<file path="src/rtl/qosa_pkg.sv">
`default_nettype none
package qosa_pkg;

	localparam int NUM_DIRS      = 2;
	localparam int NUM_EDGES     = 4;
	localparam int NUM_VERTS     = 4;
	localparam int PTS_PER_EDGE  = 6;

	typedef enum logic [1:0] {
		SIGN_ZERO = 2'b00,
		SIGN_POS  = 2'b01,
		SIGN_NEG  = 2'b10
	} sign_t;

	typedef struct packed {
		logic s1;
		logic s2;
		logic s3;
		logic s4;
	} stage_en_t;

endpackage
`default_nettype wire

</file>
<file path="src/rtl/qosa_decide.sv">
`default_nettype none
module qosa_decide (
	input  wire                  clk,
	input  qosa_pkg::stage_en_t  en,
	input  qosa_pkg::sign_t      side [qosa_pkg::NUM_DIRS][qosa_pkg::NUM_EDGES]
	                                  [qosa_pkg::PTS_PER_EDGE],
	output logic                 collide
);
	import qosa_pkg::*;

	logic collide_s4;
	logic sep;

	always_comb begin
		sign_t merged;
		logic  cand;
		sep    = 1'b0;
		merged = SIGN_ZERO;
		cand   = 1'b1;
		for (int d = 0; d < NUM_DIRS; d++) begin
			for (int e = 0; e < NUM_EDGES; e++) begin
				merged = side[d][e][0];
				cand   = 1'b1;
				for (int k = 1; k < NUM_VERTS; k++) begin
					if (cand) begin
						if (merged == SIGN_ZERO) begin
							merged = side[d][e][k];
						end else if (side[d][e][k] != SIGN_ZERO && side[d][e][k] != merged) begin
							cand = 1'b0;
						end
					end
				end
				if (cand && (side[d][e][4] != merged || side[d][e][5] != merged)) begin
					sep = 1'b1;
				end
			end
		end
	end

	always_ff @(posedge clk) begin
		if (en.s4) begin
			collide_s4 <= ~sep;
		end
	end

	assign collide = collide_s4;

endmodule
`default_nettype wire
</file>
<file path="config.mk">
export PLATFORM = sky130hd
export DESIGN_NAME = qosa_decide
export DESIGN_NICKNAME = d
export VERILOG_FILES = /design/src/rtl/qosa_pkg.sv /design/src/rtl/qosa_decide.sv
export SDC_FILE = /design/constraint.sdc
export NUM_CORES = 1
export LEC_CHECK = 0
export BUFFER_PORTS_ARGS = -buffer_cell sky130_fd_sc_hd__buf_2
export CAP_MARGIN = 20
export CORE_MARGIN = 3
export CORE_UTILIZATION = 35
export CTS_CLUSTER_SIZE = 30
export DETAILED_ROUTE_END_ITERATION = 10
export GPL_TIMING_DRIVEN = 0
export PLACE_DENSITY = 0.75
export SETUP_SLACK_MARGIN = 0.2
export SLEW_MARGIN = 20
export SYNTH_ARGS = -nofsm -noshare
export SYNTH_HDL_FRONTEND = slang
export SYNTH_SLANG_ARGS = --single-unit
</file>
<file path="constraint.sdc">
create_clock -name clk -period 5.3 [get_ports clk]
set_input_delay 0.795 -clock clk [delete_from_list [all_inputs] [get_ports clk]]
set_output_delay 0.795 -clock clk [all_outputs]
set_load 0.005 [all_outputs]
</file>
==> flow_summary.json <==
{
  "pre_cts_ws_ns": 2.72,
  "io_pins": 102,
  "grt_max_degree": 11,
  "postRouteAntennaNets": 0,
  "rows": 26,
  "setup_tns_ns": 0,
  "synth_area_per_cell_sq_um": 6.76,
  "largest_reg_flops": 1,
  "start_util": 0.366,
  "cts_setup_buffers": 0,
  "cp-end-kind": "flop",
  "path_clk_slew_ns": 0,
  "crit_required_ns": 5.03,
  "status": "finished clean",
  "gp_congestion": 0.850,
  "avgViaCountPerCell": 6.03,
  "cts.repair.resized": 0,
  "die-area_sq_mm": 0.00629,
  "rsz0062_at_grt": "no",
  "antennaDiodeCount": 0,
  "grtUsageTotal": 0.173,
  "crit_arrival_ns": 2.31,
  "crit_fanout": 4,
  "ys_seq_area_frac": 0.0160,
  "final_common_cell": "buf_2",
  "chipHeight_microns": 79.3,
  "firstDrtPassIters": 4,
  "drive_gt1_frac": 0.287,
  "die_x_microns": 79.3,
  "place_area_sq_mm": 0.00239,
  "nets": 465,
  "fin_crit_ns": 2.59,
  "min_path_type": "in -> reg",
  "cap_violations": 0,
  "drt-total-wl_microns": 5840,
  "worst_slack_ns": 2.71,
  "critPathLaunchType": "input pin",
  "setup.worst_path.class": "in -> reg",
  "slew_viol_final": 0,
  "layout_common_cells": "87 x buf_2, 29 x nand2_1, 20 x nor2_1, 20 x o21ai_0",
  "drt_iter0_markers": 92,
  "power_density_mw_per_mm2": 82.9,
  "crit_path_end": "collide$_DFFE_PP_",
  "hpwl_microns": 4760,
  "fin_crit_sh": 0.488,
  "core_sq_mm": 0.00514,
  "final_util": 0.465,
  "synth_seq_cells": 1,
  "yosys_warnings": 0,
  "vias": 2603,
  "worstMarginPinSlew_ns": 0.432,
  "startpoint": "side[68]",
  "postCtsHoldBufs": 0,
  "grt_pass1_vias": 2171,
  "place.port_buffers": 84,
  "leakage_nw": 0.933,
  "wl_per_cell_microns": 13.5,
  "drc": 0,
  "relSlewSlack": 0.705,
  "ir_worst_vdd_mv": 0.0383,
  "syn_area_sq_mm": 0.00188,
  "synth_cell_types": 33,
  "syn_nets": 379,
  "grt_pass1_wl_microns": 9530,
  "antenna_found_initial": 0,
  "final_area_sq_mm": 0.00239,
  "grt_overflow": 0,
  "area_growth_pct": 27.0,
  "setup_viol": 0,
  "fmax_mhz": 387,
  "syn_inst": 278,
  "hold_viol_final": 0
}
==> worst max-delay path, stage by stage <==
cell	delay (ns)
buf_2	0.12
nor2b_1	0.14
a211oi_1	0.40
o22ai_1	0.13
o22a_1	0.23
o32ai_1	0.40
nor4_2	0.09
==> through the flow <==
stage / hold WS [ns] / std cells / total power, W
after global routing: 1.00 / 432 / 0.000221
final: 1.00 / 432 / 0.000198
after global placement: 0.995 / 432 / 0.000191
after detailed placement: 1.00 / 432 / 0.000196
after CTS: 1.00 / 432 / 0.000197
after floorplan: 0.907 / 278 / 0.000121
==> report_power, final <==
part           total [W]  switching, W  internal (W)
Combinational   0.000187     0.0000995     0.0000872
Clock                  0             0             0
Sequential     0.0000111   0.000000529     0.0000106
==> worst min-delay path by stage <==
stage,startpoint,end,cells past startpoint
6_report,en[0],collide$_DFFE_PP_,1
5_1_grt,en[0],collide$_DFFE_PP_,1
4_1_cts,en[0],collide$_DFFE_PP_,1
3_5_place_dp,en[0],collide$_DFFE_PP_,1
3_3_place_gp,en[0],collide$_DFFE_PP_,1
2_1_floorplan,en[0],collide$_DFFE_PP_,0
==> Yosys cell counts, drive strengths merged <==
| cell | number | area (sq um) |
|---|---|---|
| and2 | 2 | 12.5 |
| or3 | 10 | 72.6 |
| a221oi | 4 | 35.0 |
| xor2 | 3 | 26.3 |
| a31oi | 8 | 50.1 |
| nor4 | 1 | 12.5 |
| a211oi | 6 | 45.0 |
| nor3 | 10 | 50.1 |
| edfxtp | 1 | 30.0 |
| o22ai | 16 | 100 |
| a2111oi | 16 | 190 |
| nand3 | 16 | 80.1 |
| nor2 | 20 | 75.1 |
| nor3b | 10 | 75.1 |
| o22a | 8 | 70.1 |
| clkbuf | 3 | 11.3 |
| nand4 | 8 | 50.1 |
| nand2 | 29 | 109 |
| a22o | 4 | 35.0 |
| nor2b | 16 | 100 |
| inv | 1 | 3.75 |
| xnor2 | 13 | 114 |
| o21ai | 20 | 100 |
| o32ai | 12 | 105 |
| nor4bb | 8 | 80.1 |
| a211o | 6 | 52.6 |
| o21a | 8 | 60.1 |
| buf | 11 | 75.1 |
| o31ai | 8 | 60.1 |
==> layer usage <==
layer / routed length (microns) / track usage / vias up / part of all wire
met5: 0 / 0 / - / 0
met1: 2760 / 0.248 / 1207 / 0.47
met3: 318 / 0.00454 / 0 / 0.054
li1: - / - / 1319 / -
met2: 2750 / 0.304 / 77 / 0.47
met4: 0 / 0 / 0 / 0
==> final cells by class <==
cell class | instances | area (sq um)
Fill cell | 570 | 2750
Sequential cell | 1 | 30.0
Multi-Input combinational cell | 262 | 1760
Timing Repair Buffer | 84 | 420
Buffer | 14 | 86.3
Tap cell | 70 | 87.6
Inverter | 1 | 3.75
==> cells by family after synthesis <==
kind of cell,after synthesis,synth area share
and+or+nand+nor,130,0.381
xor gates and xnor gates,16,0.0745
AOI/OAI and AO/OA,116,0.480
buffers and inverters,15,0.0479
DFF,1,0.0160
Note: power is estimated with default switching activity, not from simulation.
