`config.mk`:
```
export PLATFORM = sky130hd
export DESIGN_NAME = qosa_dot
export DESIGN_NICKNAME = d
export VERILOG_FILES = /design/src/rtl/qosa_pkg.sv /design/src/rtl/qosa_dot.sv
export SDC_FILE = /design/constraint.sdc
export NUM_CORES = 2
export LEC_CHECK = 0
export ABC_AREA = 1
export BUFFER_PORTS_ARGS = -buffer_cell sky130_fd_sc_hd__buf_2
export CELL_PAD_IN_SITES_DETAIL_PLACEMENT = 0
export CELL_PAD_IN_SITES_GLOBAL_PLACEMENT = 2
export CORE_MARGIN = 5
export CORE_UTILIZATION = 40
export CTS_BUF_LIST = sky130_fd_sc_hd__clkbuf_8
export CTS_CLUSTER_SIZE = 25
export DETAILED_ROUTE_END_ITERATION = 8
export MAX_ROUTING_LAYER = met4
export PLACE_DENSITY_LB_ADDON = 0.1
export REMOVE_ABC_BUFFERS = 1
export SLEW_MARGIN = 10
export SYNTH_ARGS = -nofsm -noshare
export SYNTH_HDL_FRONTEND = slang
export SYNTH_SLANG_ARGS = --single-unit
```
`constraint.sdc`:
```
create_clock -name clk -period 9.7 [get_ports clk]
set_input_delay 2.91 -clock clk [delete_from_list [all_inputs] [get_ports clk]]
set_output_delay 2.91 -clock clk [all_outputs]
set_load 0.05 [all_outputs]
```
`src/rtl/qosa_pkg.sv`:
```
`default_nettype none
package qosa_pkg;

	localparam int NUM_DIRS      = 2;
	localparam int NUM_EDGES     = 4;
	localparam int NUM_VERTS     = 4;
	localparam int PTS_PER_EDGE  = 6;

	typedef enum logic [1:0] {
		SIGN_ZERO = 2'b00,
		SIGN_POS  = 2'b01,
		SIGN_NEG  = 2'b10
	} sign_t;

	typedef struct packed {
		logic s1;
		logic s2;
		logic s3;
		logic s4;
	} stage_en_t;

endpackage
`default_nettype wire

```
`src/rtl/qosa_dot.sv`:
```
`default_nettype none
module qosa_dot #(
	parameter int W = 17
) (
	input  wire                  clk,
	input  qosa_pkg::stage_en_t  en,
	input  wire  signed [W-1:0]  rot_x,
	input  wire  signed [W-1:0]  rot_y,
	input  wire  signed [W-1:0]  dif_x,
	input  wire  signed [W-1:0]  dif_y,
	output qosa_pkg::sign_t      side
);
	import qosa_pkg::*;

	logic signed [2*W-1:0] prod_x_s2;
	logic signed [2*W-1:0] prod_y_s2;
	logic signed [2*W:0]   sum;
	sign_t                 side_s3;

	always_ff @(posedge clk) begin
		if (en.s2) begin
			prod_x_s2 <= rot_x * dif_x;
			prod_y_s2 <= rot_y * dif_y;
		end
	end

	assign sum = {prod_x_s2[2*W-1], prod_x_s2} + {prod_y_s2[2*W-1], prod_y_s2};

	always_ff @(posedge clk) begin
		if (en.s3) begin
			if (sum[2*W]) begin
				side_s3 <= SIGN_NEG;
			end else if (sum == '0) begin
				side_s3 <= SIGN_ZERO;
			end else begin
				side_s3 <= SIGN_POS;
			end
		end
	end

	assign side = side_s3;

endmodule
`default_nettype wire

```
==> impl_metrics.py <==
metrics = {
    "finish": {
        "nets": 4383,
        "seq_area_um2": 2100,
        "syn2layout_area_growth_pct": 4.67,
        "multi_input_area_um2": 20900,
        "final_area_um2": 29000,
        "fillers": 7165,
        "final_layout_size_suffix_gt1_frac": 0.0518,
        "utilization": 0.423,
    },
    "die": {
        "rows": 96,
        "dieArea_um2": 74600,
        "initial_utilization": 0.404,
        "core_area_um2": 68600,
        "pin_count": 75,
        "die_y_um": 273,
        "die_x_um": 273,
    },
    "clock_network": {
        "cts_resized": 0,
        "cts_num_sinks": 70,
        "cts_buffers": 9,
        "clk_latency_ps": 380,
        "cts_tree": "done",
        "cts_root_buf": "clkbuf_8",
        "cts_hold_buf": 0,
        "clockBufferDepth": 2,
        "clkSlewWorstSetupHoldPaths_ps": 70,
        "postCtsSetupBuffers": 0,
        "cts.htree.levels": 3,
    },
    "sta": {
        "grt_setup_unrepaired": "no",
        "post-route-min-period_ps": 8650,
        "finalHoldViolCount": 0,
        "slew_headroom": 0.373,
        "finalSetupTns_ps": 0,
        "finalCritPeriodShare": 0.892,
        "setup_violations": 0,
        "clock.fmax_ghz": 0.116,
        "tightestPinTransition_ps": 941,
        "slew_violations": 0,
        "final.setup_skew_ps": 5.60,
    },
    "global_route": {
        "grt_start_max_net_pins": 69,
        "antenna_found_initial": 1,
        "grt-ovfl-total": 0,
        "grt_pass1_wl_um": 117000,
        "grt_pass1_vias": 22500,
        "grt_use_total": 0.201,
    },
    "critical_path": {
        "crit_start": "rot_y[16]",
        "cp_num_cells": 19,
        "cp.required_ps": 9830,
        "crit_chain": "buf_2 -> nand2_1 -> inv_1 -> fa_1 -> fa_1 -> fa_1 -> fa_1 -> fa_1 -> inv_1 -> fa_1 -> inv_1 -> ha_1 -> a21oi_1 -> o21ai_0 -> a21oi_1 -> nand3_1 -> a21o_1 -> a21oi_1 -> xor2_1",
        "path_class": "in -> reg",
        "crit_arrival_ps": 8790,
        "critPathMaxStageDelay_ps": 910,
        "cp-start-kind": "primary input",
        "path_buf_inv": 4,
        "cpMostUsedCell": "fa_1",
        "endpoint_kind": "flip-flop",
        "r2r-start": "prod_y_s2[0]$_DFFE_PP_",
        "r2r_cells": 15,
        "cp_slowest_cell": "fa_1",
        "worst-path-max-fanout": 17,
        "crit_family": "adder cells",
    },
    "logic_synthesis": {
        "synth_area_um2": 27700,
        "yosys_warnings": 0,
        "synth_edf_count": 70,
        "synth_cells": 3547,
        "yosysSeqAreaShare": 0.0759,
        "synth_top_area_frac": 0.429,
        "synth.most_common_cell": "inv_1",
        "synth_top_cells_by_count": "inv_1, nand2_1, fa_1, ha_1, clkbuf_1",
        "synth_area_leader_cell": "fa_1",
        "synth_seq_cells": 70,
        "syn_area_per_cell_um2": 7.81,
        "async_flop_share": 0,
        "yosys-top-cells-area": "fa_1, inv_1, nand2_1",
        "synth.distinct_cells": 40,
        "ys.flop_type": "edfxtp_1",
    },
    "place": {
        "postPlaceCellArea_um2": 28800,
        "dpl.hpwl_um": 61200,
        "gp_congestion": 0.851,
        "portBuffers": 72,
    },
    "hold_path": {
        "hp-start": "prod_x_s2[33]$_DFFE_PP_",
        "hold_class": "reg -> reg",
        "min_path_cells": 3,
    },
    "routing": {
        "ant_nets": 0,
        "drc": 0,
        "wl_per_cell_um": 15.6,
        "firstDrtPassIters": 5,
        "num_vias": 20800,
        "via_per_inst": 4.68,
        "routed_wl_um": 69300,
        "first_iter_violations": 1278,
    },
    "job": {
        "cap_violations": 0,
    },
    "status": {
        "outcome": "finished clean",
    },
}
## kinds of logic after synthesis
kind of cell | after synthesis | share of synthesized area
compound gates | 164 | 0.0342
simple gates | 1181 | 0.173
buf+inv | 1251 | 0.170
fa+ha+maj | 797 | 0.521
flops | 70 | 0.0759
xor+xnor | 84 | 0.0266
## state kept, by name, indices dropped and copies added, names as in the netlist
name / flops
prod_x_s2: 34
side: 2
prod_y_s2: 34
## placed cells by master (no fill, tap or decap), types with 17 or more instances in the layout
cell type  Yosys  routed
inv_1       1102    1102
nand2_1      915     915
fa_1         593     593
ha_1         204     204
nor2_1       109     109
a21oi_1       85      85
buf_2          0      72
edfxtp_1      70      70
nand3_1       52      52
xor2_1        48      48
xnor2_1       36      36
o21ai_0       35      35
nand4_1       24      24
nand2_2       22      22
buf_4          0      17
## area by class of cell
| class | instances | share of cell area |
|---|---|---|
| Multi-Input combinational cell | 2226 | 0.721 |
| Inverter | 1117 | 0.145 |
| Sequential cell | 70 | 0.0725 |
| Tap cell | 931 | 0.0402 |
| Timing Repair Buffer | 89 | 0.0168 |
| Clock buffer | 9 | 0.00427 |
| Clock inverter | 4 | 0.000604 |
| Antenna cell | 1 | 0.0000863 |
## metrics by stage
step	hold WS, ps	instances	setup slack [ps]
after global routing	821	4447	653
after floorplan	689	3413	1710
after CTS	777	4446	1040
after detailed placement	754	4433	630
after global placement	740	4433	675
final	767	4447	1050
## worst paths after layout
path | endpoint | slack (ps)
worst max-delay path | prod_y_s2[30]$_DFFE_PP_ | 1050
worst min-delay path | side[1]$_SDFFCE_PP1P_ | 770
worst max register to register | side[0]$_SDFFCE_PP0P_ | 6260
worst min register to register | side[1]$_SDFFCE_PP1P_ | 770
## worst register-to-register path, cell delays in order (launching register included)
cell	delay [ps]
edfxtp_1	340
ha_1	370
inv_1	110
fa_1	400
inv_1	130
nand3_1	80
nand2_1	200
nand2_1	100
nand2_2	170
xor2_1	100
nor2_1	120
nand2_1	60
nor3_1	600
nand4_1	270
nand2_1	120
inv_1	40
## routing by layer
| metal | track usage | part of all wire |
|---|---|---|
| met5 | - | 0 |
| met4 | 0.0183 | 0.0075 |
| met3 | 0.0250 | 0.045 |
| met2 | 0.312 | 0.46 |
| met1 | 0.295 | 0.49 |
Power is left out: the tool's default activity adds up to more than one toggle a clock period on the data nets, which glitch-free logic cannot reach.
